$ cat config.mk
export PLATFORM = sky130hd
export DESIGN_NAME = ewma_anomaly_detector_core
export DESIGN_NICKNAME = d
export VERILOG_FILES = /design/src/sv/ead_pkg.sv /design/src/sv/ead_mul.sv /design/src/sv/ead_cfg.sv /design/src/sv/ewma_anomaly_detector_core.sv
export SDC_FILE = /design/constraint.sdc
export NUM_CORES = 2
export LEC_CHECK = 0
export BUFFER_PORTS_ARGS = -buffer_cell sky130_fd_sc_hd__buf_2
export CORE_MARGIN = 2
export CORE_UTILIZATION = 45
export DETAILED_ROUTE_END_ITERATION = 16
export SLEW_MARGIN = 20
export SYNTH_ARGS = -nofsm -noshare
export SYNTH_HDL_FRONTEND = slang
export SYNTH_SLANG_ARGS = --single-unit
$ cat constraint.sdc
create_clock -name clk -period 14.3 [get_ports clk]
set_input_delay 1.43 -clock clk [delete_from_list [all_inputs] [get_ports clk]]
set_output_delay 1.43 -clock clk [all_outputs]
set_load 0.05 [all_outputs]
$ cat src/sv/ead_pkg.sv
package ead_pkg;

  localparam int unsigned CfgAddrW = 5;
  localparam int unsigned CfgDataW = 32;
  localparam int unsigned MulW     = 32;

  typedef enum logic [2:0] {
    REG_ALPHA_PEAK     = 3'd0,
    REG_ALPHA_TEMP     = 3'd1,
    REG_SIGMA_MULTIPLE = 3'd2,
    REG_MEAN_MULTIPLE  = 3'd3,
    REG_ABSOLUTE_LIMIT = 3'd4,
    REG_TEMP_MULTIPLE  = 3'd5,
    REG_MIN_SAMPLES    = 3'd6
  } reg_idx_t;

  typedef struct packed {
    logic [15:0] alpha_peak;
    logic [15:0] alpha_temp;
    logic [11:0] sigma_multiple;
    logic [11:0] mean_multiple;
    logic [15:0] absolute_limit;
    logic [11:0] temp_multiple;
    logic [3:0]  min_samples;
  } ead_cfg_t;

  localparam logic [15:0] RST_ALPHA_PEAK     = 16'd6554;
  localparam logic [15:0] RST_ALPHA_TEMP     = 16'd3277;
  localparam logic [11:0] RST_SIGMA_MULTIPLE = 12'd768;
  localparam logic [11:0] RST_MEAN_MULTIPLE  = 12'd640;
  localparam logic [15:0] RST_ABSOLUTE_LIMIT = 16'd18432;
  localparam logic [11:0] RST_TEMP_MULTIPLE  = 12'd333;
  localparam logic [3:0]  RST_MIN_SAMPLES    = 4'd3;

  localparam int unsigned FLAG_SPIKE    = 0;
  localparam int unsigned FLAG_THERMAL  = 1;
  localparam int unsigned FLAG_CRITICAL = 2;

  localparam logic [3:0] COUNT_MAX = 4'd15;

endpackage

$ cat src/sv/ead_mul.sv
module ead_mul (
  input  logic                         clk,
  input  logic [ead_pkg::MulW-1:0]     op_a,
  input  logic [ead_pkg::MulW-1:0]     op_b,
  output logic [2*ead_pkg::MulW-1:0]   prod
);
  import ead_pkg::*;

  logic [2*MulW-1:0] prod_r;

  always_ff @(posedge clk) begin
    prod_r <= {{MulW{1'b0}}, op_a} * {{MulW{1'b0}}, op_b};
  end

  assign prod = prod_r;

endmodule

$ cat src/sv/ead_cfg.sv
module ead_cfg (
  input  logic                          clk,
  input  logic                          rst_n,
  input  logic                          psel,
  input  logic                          penable,
  input  logic                          pwrite,
  input  logic [ead_pkg::CfgAddrW-1:0]  paddr,
  input  logic [ead_pkg::CfgDataW-1:0]  pwdata,
  output logic [ead_pkg::CfgDataW-1:0]  prdata,
  output logic                          pready,
  output ead_pkg::ead_cfg_t             cfg
);
  import ead_pkg::*;

  ead_cfg_t cfg_r;
  reg_idx_t idx;
  logic     wr_en;

  assign idx    = reg_idx_t'(paddr[CfgAddrW-1:2]);
  assign wr_en  = psel && penable && pwrite;
  assign pready = 1'b1;
  assign cfg    = cfg_r;

  always_ff @(posedge clk) begin
    if (!rst_n) begin
      cfg_r.alpha_peak     <= RST_ALPHA_PEAK;
      cfg_r.alpha_temp     <= RST_ALPHA_TEMP;
      cfg_r.sigma_multiple <= RST_SIGMA_MULTIPLE;
      cfg_r.mean_multiple  <= RST_MEAN_MULTIPLE;
      cfg_r.absolute_limit <= RST_ABSOLUTE_LIMIT;
      cfg_r.temp_multiple  <= RST_TEMP_MULTIPLE;
      cfg_r.min_samples    <= RST_MIN_SAMPLES;
    end else if (wr_en) begin
      unique case (idx)
        REG_ALPHA_PEAK:     cfg_r.alpha_peak     <= pwdata[15:0];
        REG_ALPHA_TEMP:     cfg_r.alpha_temp     <= pwdata[15:0];
        REG_SIGMA_MULTIPLE: cfg_r.sigma_multiple <= pwdata[11:0];
        REG_MEAN_MULTIPLE:  cfg_r.mean_multiple  <= pwdata[11:0];
        REG_ABSOLUTE_LIMIT: cfg_r.absolute_limit <= pwdata[15:0];
        REG_TEMP_MULTIPLE:  cfg_r.temp_multiple  <= pwdata[11:0];
        REG_MIN_SAMPLES:    cfg_r.min_samples    <= pwdata[3:0];
        default: ;
      endcase
    end
  end

  always_comb begin
    unique case (idx)
      REG_ALPHA_PEAK:     prdata = {16'd0, cfg_r.alpha_peak};
      REG_ALPHA_TEMP:     prdata = {16'd0, cfg_r.alpha_temp};
      REG_SIGMA_MULTIPLE: prdata = {20'd0, cfg_r.sigma_multiple};
      REG_MEAN_MULTIPLE:  prdata = {20'd0, cfg_r.mean_multiple};
      REG_ABSOLUTE_LIMIT: prdata = {16'd0, cfg_r.absolute_limit};
      REG_TEMP_MULTIPLE:  prdata = {20'd0, cfg_r.temp_multiple};
      REG_MIN_SAMPLES:    prdata = {28'd0, cfg_r.min_samples};
      default:            prdata = '0;
    endcase
  end

endmodule

$ cat src/sv/ewma_anomaly_detector_core.sv
// Channel   Handshake              Payload
// in        in_valid / in_ready    in_peak_sample, in_temp_sample
// out       out_valid / out_ready  out_anomaly_flags, out_baseline_ready,
//                                  out_mean_level, out_level_variance
// cfg       psel/penable/pwrite    paddr, pwdata, prdata (pready tied high)
//
// One transaction is in flight at a time; the next is accepted only once the
// previous result is in the output register. Twelve issue slots on the one
// registered 32x32 multiplier and a final update step run in order, then the
// output load, and in_ready is back for the cycle after the load.
// A finished result waits in the output register; in_ready returns as soon as
// the result is loaded there, and a full output register holds the sequencer.
// Synchronous active-low reset clears the baseline, sample count, sequencer state and out_valid.
module ewma_anomaly_detector_core (
  input  logic                          clk,
  input  logic                          rst_n,
  input  logic                          in_valid,
  output logic                          in_ready,
  input  logic [15:0]                   in_peak_sample,
  input  logic signed [15:0]            in_temp_sample,
  output logic                          out_valid,
  input  logic                          out_ready,
  output logic [2:0]                    out_anomaly_flags,
  output logic                          out_baseline_ready,
  output logic [15:0]                   out_mean_level,
  output logic [31:0]                   out_level_variance,
  input  logic                          psel,
  input  logic                          penable,
  input  logic                          pwrite,
  input  logic [ead_pkg::CfgAddrW-1:0]  paddr,
  input  logic [ead_pkg::CfgDataW-1:0]  pwdata,
  output logic [ead_pkg::CfgDataW-1:0]  prdata,
  output logic                          pready
);
  import ead_pkg::*;

  typedef enum logic [1:0] {ST_IDLE, ST_RUN, ST_DONE} state_t;

  // issue slots of the shared multiplier; results are used in the next step
  localparam logic [3:0] S_KK  = 4'd0;
  localparam logic [3:0] S_RR  = 4'd1;
  localparam logic [3:0] S_KVL = 4'd2;
  localparam logic [3:0] S_AR2 = 4'd3;
  localparam logic [3:0] S_KVH = 4'd4;
  localparam logic [3:0] S_MM  = 4'd5;
  localparam logic [3:0] S_TM  = 4'd6;
  localparam logic [3:0] S_DD  = 4'd7;
  localparam logic [3:0] S_AVL = 4'd8;
  localparam logic [3:0] S_AVH = 4'd9;
  localparam logic [3:0] S_ADM = 4'd10;
  localparam logic [3:0] S_ADT = 4'd11;
  localparam logic [3:0] S_FIN = 4'd12;

  ead_cfg_t cfg;

  state_t state_r, state_nxt;
  logic [3:0] step_r;

  logic [15:0] x_r;
  logic [15:0] t_r;
  logic        ready_r, crit_r, dpos_r, dm_neg_r, dt_neg_r, tm_neg_r;
  logic [31:0] dm_mag_r, dt_mag_r, tm_mag_r;
  logic [15:0] r_mag_r;
  logic [23:0] k2_r;
  logic [31:0] r2_r;
  logic [71:0] kv_r;
  logic [47:0] ar2_r;
  logic [63:0] d2_r;
  logic [63:0] av_r;
  logic [47:0] shrink_r;
  logic        spike_r, therm_r;

  logic [31:0] mean_r;
  logic [47:0] var_r;
  logic [31:0] tmean_r;
  logic [3:0]  count_r;

  logic        out_valid_r, rdy_out_r;
  logic [2:0]  flags_out_r;
  logic [15:0] mean_out_r;
  logic [31:0] var_out_r;

  logic [MulW-1:0]   mul_a, mul_b;
  logic [2*MulW-1:0] mul_p;

  logic        accept, load_out;
  logic [31:0] xs, ts, dm_mag, dt_mag, tm_mag;
  logic [15:0] r_mag;
  logic        dge, tge, rge;
  logic        mm_hit, th_hit, sig_hit, step_c;
  logic [46:0] t_ext, mag_ext, th_sum;
  logic [31:0] step_fl, mean_up, tmean_up;
  logic [47:0] var_up, shrink;
  logic [2:0]  flags;

  ead_cfg u_cfg (
    .clk     (clk),
    .rst_n   (rst_n),
    .psel    (psel),
    .penable (penable),
    .pwrite  (pwrite),
    .paddr   (paddr),
    .pwdata  (pwdata),
    .prdata  (prdata),
    .pready  (pready),
    .cfg     (cfg)
  );

  ead_mul u_mul (
    .clk  (clk),
    .op_a (mul_a),
    .op_b (mul_b),
    .prod (mul_p)
  );

  assign in_ready = (state_r == ST_IDLE);
  assign accept   = in_valid && in_ready;
  assign load_out = (state_r == ST_DONE) && (!out_valid_r || out_ready);

  // operand preparation at accept
  assign xs     = {in_peak_sample, 16'd0};
  assign ts     = {in_temp_sample, 16'd0};
  assign dge    = xs >= mean_r;
  assign dm_mag = dge ? xs - mean_r : mean_r - xs;
  assign tge    = $signed(ts) >= $signed(tmean_r);
  assign dt_mag = tge ? ts - tmean_r : tmean_r - ts;
  assign rge    = in_peak_sample >= mean_r[31:16];
  assign r_mag  = rge ? in_peak_sample - mean_r[31:16] : mean_r[31:16] - in_peak_sample;
  assign tm_mag = tmean_r[31] ? 32'd0 - tmean_r : tmean_r;

  always_comb begin
    mul_a = '0;
    mul_b = '0;
    case (step_r)
      S_KK: begin
        mul_a = {20'd0, cfg.sigma_multiple};
        mul_b = {20'd0, cfg.sigma_multiple};
      end
      S_RR: begin
        mul_a = {16'd0, r_mag_r};
        mul_b = {16'd0, r_mag_r};
      end
      S_KVL: begin
        mul_a = {8'd0, k2_r};
        mul_b = {8'd0, var_r[23:0]};
      end
      S_AR2: begin
        mul_a = {16'd0, cfg.alpha_peak};
        mul_b = r2_r;
      end
      S_KVH: begin
        mul_a = {8'd0, k2_r};
        mul_b = {8'd0, var_r[47:24]};
      end
      S_MM: begin
        mul_a = {20'd0, cfg.mean_multiple};
        mul_b = mean_r;
      end
      S_TM: begin
        mul_a = {20'd0, cfg.temp_multiple};
        mul_b = tm_mag_r;
      end
      S_DD: begin
        mul_a = dm_mag_r;
        mul_b = dm_mag_r;
      end
      S_AVL: begin
        mul_a = {16'd0, cfg.alpha_peak};
        mul_b = {8'd0, var_r[23:0]};
      end
      S_AVH: begin
        mul_a = {16'd0, cfg.alpha_peak};
        mul_b = {8'd0, var_r[47:24]};
      end
      S_ADM: begin
        mul_a = {16'd0, cfg.alpha_peak};
        mul_b = dm_mag_r;
      end
      S_ADT: begin
        mul_a = {16'd0, cfg.alpha_temp};
        mul_b = dt_mag_r;
      end
      default: ;
    endcase
  end

  // tests
  assign mm_hit  = {4'd0, x_r, 24'd0} > mul_p[43:0];
  assign t_ext   = {{7{t_r[15]}}, t_r, 24'd0};
  assign mag_ext = {3'd0, mul_p[43:0]};
  assign th_sum  = tm_neg_r ? t_ext + mag_ext : t_ext - mag_ext;
  assign th_hit  = !th_sum[46] && (th_sum != '0);
  assign sig_hit = dpos_r && ({8'd0, d2_r} > kv_r);

  // floor(+-p / 2^16) applied to an accumulator
  assign step_fl  = mul_p[47:16];
  assign step_c   = |mul_p[15:0];
  assign mean_up  = dm_neg_r ? mean_r - step_fl - {31'd0, step_c} : mean_r + step_fl;
  assign tmean_up = dt_neg_r ? tmean_r - step_fl - {31'd0, step_c} : tmean_r + step_fl;
  assign shrink   = av_r[63:16] + {47'd0, |av_r[15:0]};
  assign var_up   = var_r + ar2_r - shrink_r;

  always_comb begin
    flags                = '0;
    flags[FLAG_SPIKE]    = spike_r;
    flags[FLAG_THERMAL]  = therm_r;
    flags[FLAG_CRITICAL] = crit_r;
    if (!ready_r) begin
      flags = '0;
    end
  end

  always_comb begin
    state_nxt = state_r;
    unique case (state_r)
      ST_IDLE: if (accept) state_nxt = ST_RUN;
      ST_RUN:  if (step_r == S_FIN) state_nxt = ST_DONE;
      ST_DONE: if (load_out) state_nxt = ST_IDLE;
      default: state_nxt = ST_IDLE;
    endcase
  end

  always_ff @(posedge clk) begin
    if (!rst_n) begin
      state_r     <= ST_IDLE;
      step_r      <= S_KK;
      out_valid_r <= 1'b0;
      mean_r      <= '0;
      var_r       <= '0;
      tmean_r     <= '0;
      count_r     <= '0;
    end else begin
      state_r <= state_nxt;

      if (accept) begin
        step_r   <= S_KK;
        x_r      <= in_peak_sample;
        t_r      <= in_temp_sample;
        ready_r  <= count_r >= cfg.min_samples;
        crit_r   <= in_peak_sample > cfg.absolute_limit;
        dpos_r   <= xs > mean_r;
        dm_neg_r <= !dge;
        dm_mag_r <= dm_mag;
        dt_neg_r <= !tge;
        dt_mag_r <= dt_mag;
        r_mag_r  <= r_mag;
        tm_neg_r <= tmean_r[31];
        tm_mag_r <= tm_mag;
        spike_r  <= 1'b0;
        therm_r  <= 1'b0;
      end

      if (state_r == ST_RUN) begin
        step_r <= step_r + 4'd1;
        case (step_r)
          S_RR:  k2_r  <= mul_p[23:0];
          S_KVL: r2_r  <= mul_p[31:0];
          S_AR2: kv_r  <= {24'd0, mul_p[47:0]};
          S_KVH: ar2_r <= mul_p[47:0];
          S_MM:  kv_r  <= kv_r + {mul_p[47:0], 24'd0};
          S_TM:  spike_r <= spike_r | mm_hit;
          S_DD:  therm_r <= th_hit;
          S_AVL: d2_r  <= mul_p;
          S_AVH: begin
            av_r    <= {24'd0, mul_p[39:0]};
            spike_r <= spike_r | sig_hit;
          end
          S_ADM: av_r <= av_r + {mul_p[39:0], 24'd0};
          S_ADT: begin
            mean_r   <= mean_up;
            shrink_r <= shrink;
          end
          S_FIN: begin
            if (count_r == 4'd0) begin
              mean_r  <= {x_r, 16'd0};
              tmean_r <= {t_r, 16'd0};
              var_r   <= '0;
              count_r <= 4'd1;
            end else begin
              tmean_r <= tmean_up;
              var_r   <= var_up;
              if (count_r != COUNT_MAX) begin
                count_r <= count_r + 4'd1;
              end
            end
          end
          default: ;
        endcase
      end

      if (load_out) begin
        out_valid_r <= 1'b1;
        flags_out_r <= flags;
        rdy_out_r   <= ready_r;
        mean_out_r  <= mean_r[31:16];
        var_out_r   <= var_r[47:16];
      end else if (out_ready) begin
        out_valid_r <= 1'b0;
      end
    end
  end

  assign out_valid          = out_valid_r;
  assign out_anomaly_flags  = flags_out_r;
  assign out_baseline_ready = rdy_out_r;
  assign out_mean_level     = mean_out_r;
  assign out_level_variance = var_out_r;

endmodule

==> flow_summary.yaml <==
run_status:
  status: "completed"
floorplanning:
  core_area_um2: 192800
  num_rows: 161
  initial_core_util: 0.4530
  die_area_um2: 197600
  ios: 163
  die_width_um: 444.5
  die_h_um: 444.5
logic_synthesis:
  synthTopCellsByCount: "inv_1, nand2_1, fa_1, nor2_1, ha_1"
  seq_area_frac_synth: 0.2539
  synth_edf_count: 555
  synthFlopType: "edfxtp_1"
  synth_most_common_cell: "inv_1"
  synthCells: 9651
  yosys.cell_types.count: 96
  syn-cell-area_um2: 87330
  syn_avg_cell_area_um2: 9.049
  yosysWarnings: 0
  synth_area_leader_cell: "fa_1"
  synth_area_leaders: "fa_1, edfxtp_1, ha_1"
  yosysTopAreaCellShare: 0.2189
  async_reset_ff_frac: 0
  synth_seq_cells: 830
critical_path:
  worstPathBufferInverterCount: 6
  cp-end-kind: "flip-flop"
  critPathMaxFanout: 24
  r2r_start: "step_r[3]"
  critPathSlowestCell: "nand4_1"
  cp_slowest_stage_delay_ns: 0.84
  cp-start-kind: "flip-flop"
  worstReg2RegEnd: "u_mul.prod[63]"
  crit_arrival_ns: 12.76
  required_ns: 14.97
  crit_type: "reg -> reg"
  cp_top_family: "adder cells"
  rrSetupSlack_ns: 2.21
  r2r_cells: 33
  crit_path_frequent_cell: "fa_1"
finish:
  regArea_um2: 22170
  synthToLayoutAreaGrowth_pct: 8.648
  final_net_count: 11510
  fillers: 18120
  multi_input_area_um2: 57870
  layout-drive-gt1-share: 0.06274
sta:
  hold_viol: 0
  tns_ns: 0
  max_freq_ghz: 0.08273
  min_period_ns: 12.09
  finalClockSkew_ns: 0.06242
  max_slew_margin: 0.1556
  worst-slew-pin-transition_ns: 1.262
  finalCritPeriodShare: 0.8453
  finalMaxSlewViolations: 0
  finalSetupViolations: 0
  rsz0062_at_grt: "false"
global_route:
  overflow: 0
  grt_max_degree: 88
  grt_pass1_wl_um: 490400
  first_global_vias: 71800
  grt_usage: 0.3409
  antenna_found_initial: 48
detailed_routing:
  via_count: 72420
  drtPass1Iterations: 7
  vias_per_cell: 5.879
  wl_met2_um: 147500
  drc: 0
  detail_route.wl_per_cell_um: 27.42
  drtIter0Drc: 7898
  wl_met1_um: 132200
  totalWireLength_um: 337800
  top_layer_used: "met5"
  wl_met3_um: 33530
  ant_nets: 0
pwr:
  p_sw_frac: 0.3677
  power_frac_comb: 0.330
  irDropWorstVdd_v: 0.00009056
  cellLeakagePower_nw: 43.33
  total_power_mw: 8.241
  pwr-share-clk: 0.338
  pwr-share-seq: 0.332
  powerDensity_nw_per_um2: 86.85
  p_int_mw: 5.210
  switchingPower_mw: 3.030
clock_network:
  cts_resized: 0
  postCtsSetupRepairBufs: 0
  clk_path_buf_depth: 3
  cts_tree: "yes"
  numCtsBuffers: 100
  clock_latency_ns: 0.79
  clk_pin_slew_ns: 0.06
  cts_hold_buf: 0
  root_buffer: "clkbuf_16"
  cts_max_level: 3
  cts.sinks: 830
hold_path:
  hold-path-cell-count: 0
  holdPathEnd: "d2_r[51]"
  hold_path.class: "reg -> reg"
  hp-start: "u_mul.prod[51]"
place:
  io_buffers: 127
  gp_congestion: 1.022
  dp.final_hpwl_um: 254200
flow_run:
  maxCapViolations: 0
kinds of logic after synthesis:
logic type,count (synthesis),synth area share
AOI/OAI and AO/OA,1801,0.1330
xor gates and xnor gates,461,0.04624
adders and majority gates,1747,0.3324
buffers and inverters,1998,0.08668
DFF,830,0.2539
muxes,78,0.009628
other,2,0.00008600
and+or+nand+nor,2734,0.1381
sequential cells by signal, summed over array words and instances, names as in the netlist, 2 cells and up:
signal and flops:
ar2_r 48, av_r 64, count_r 4, d2_r 64
dm_mag_r 32, dt_mag_r 32, k2_r 24, kv_r 72
mean_r 32, out_anomaly_flags 3, out_level_variance 32, out_mean_level 16
r2_r 32, r_mag_r 16, shrink_r 48, state_r 2
step_r 4, t_r 16, tm_mag_r 31, tmean_r 32
u_cfg.cfg 88, u_mul.prod 64, var_r 48, x_r 16
layout make-up:
class,count,area share
antenna,22,0.0005802
clock buffer,121,0.02841
clock inverter,68,0.008519
inverter,1579,0.06252
multi-input combinational,6838,0.6099
sequential,830,0.2337
tap,2526,0.03331
timing repair buffer,334,0.02308
worst max path at each step:
stage,start,end,slack [ns],depth (start not counted)
after floorplan,step_r[0],u_mul.prod[62],4.77,34
after global placement,step_r[3],u_mul.prod[63],2.65,33
after detailed placement,step_r[3],u_mul.prod[63],2.67,33
after CTS,step_r[3],u_mul.prod[63],2.62,31
after global routing,step_r[3],u_mul.prod[63],1.99,32
final,step_r[3],u_mul.prod[63],2.21,33
metrics by stage:
stage	cells	utilization	instance area [um^2]	hold slack [ns]	setup slack (ns)
2_1_floorplan	9666	-	87380	0.3855	4.771
3_5_place_dp	12110	0.4737	91320	0.3887	2.670
6_report	12320	0.4922	94880	0.4025	2.212
4_1_cts	12300	0.4919	94820	0.4061	2.623
5_1_grt	12300	0.4920	94840	0.4139	1.988
3_3_place_gp	12110	0.4737	91320	0.3917	2.653
cells in the final DEF, fill, tap and decap left out, types with 22 or more instances in the layout:
| cell type | n |
|---|---|
| a22o_1 | 41 |
| and3_1 | 47 |
| o21ai_0 | 308 |
| a22oi_1 | 122 |
| clkbuf_16 | 103 |
| a21oi_1 | 569 |
| nor2b_1 | 62 |
| fa_1 | 955 |
| o21bai_1 | 78 |
| nand3_1 | 132 |
| edfxtp_1 | 555 |
| inv_1 | 1576 |
| xor2_1 | 123 |
| nand4_1 | 93 |
| buf_2 | 127 |
| a211oi_1 | 48 |
| diode_2 | 22 |
| a21o_1 | 225 |
| or3_1 | 43 |
| nor4_1 | 23 |
| ha_1 | 792 |
| xnor2_1 | 338 |
| buf_4 | 207 |
| nor3_1 | 78 |
| o21a_1 | 45 |
| dfxtp_1 | 275 |
| o211ai_1 | 48 |
| nand2b_1 | 106 |
| o31ai_1 | 42 |
| nor2_1 | 923 |
| nand2_1 | 1027 |
| and2_1 | 98 |
| mux2i_1 | 66 |
| a31oi_1 | 59 |
power by group through the flow:
stage	Sequential, mW	Combinational, mW	Clock (mW)
2_1_floorplan	2.76	1.74	0
3_3_place_gp	2.78	2.62	0
3_5_place_dp	2.78	2.64	0
4_1_cts	2.73	2.67	2.81
5_1_grt	2.74	2.93	2.89
6_report	2.74	2.72	2.78
layer usage:
metal	up-vias	track usage
li1	31830	-
met1	35900	0.4440
met2	3816	0.5223
met3	868	0.06968
met4	6	0.2077
met5	-	0
Note: power is estimated with default switching activity, not from simulation.
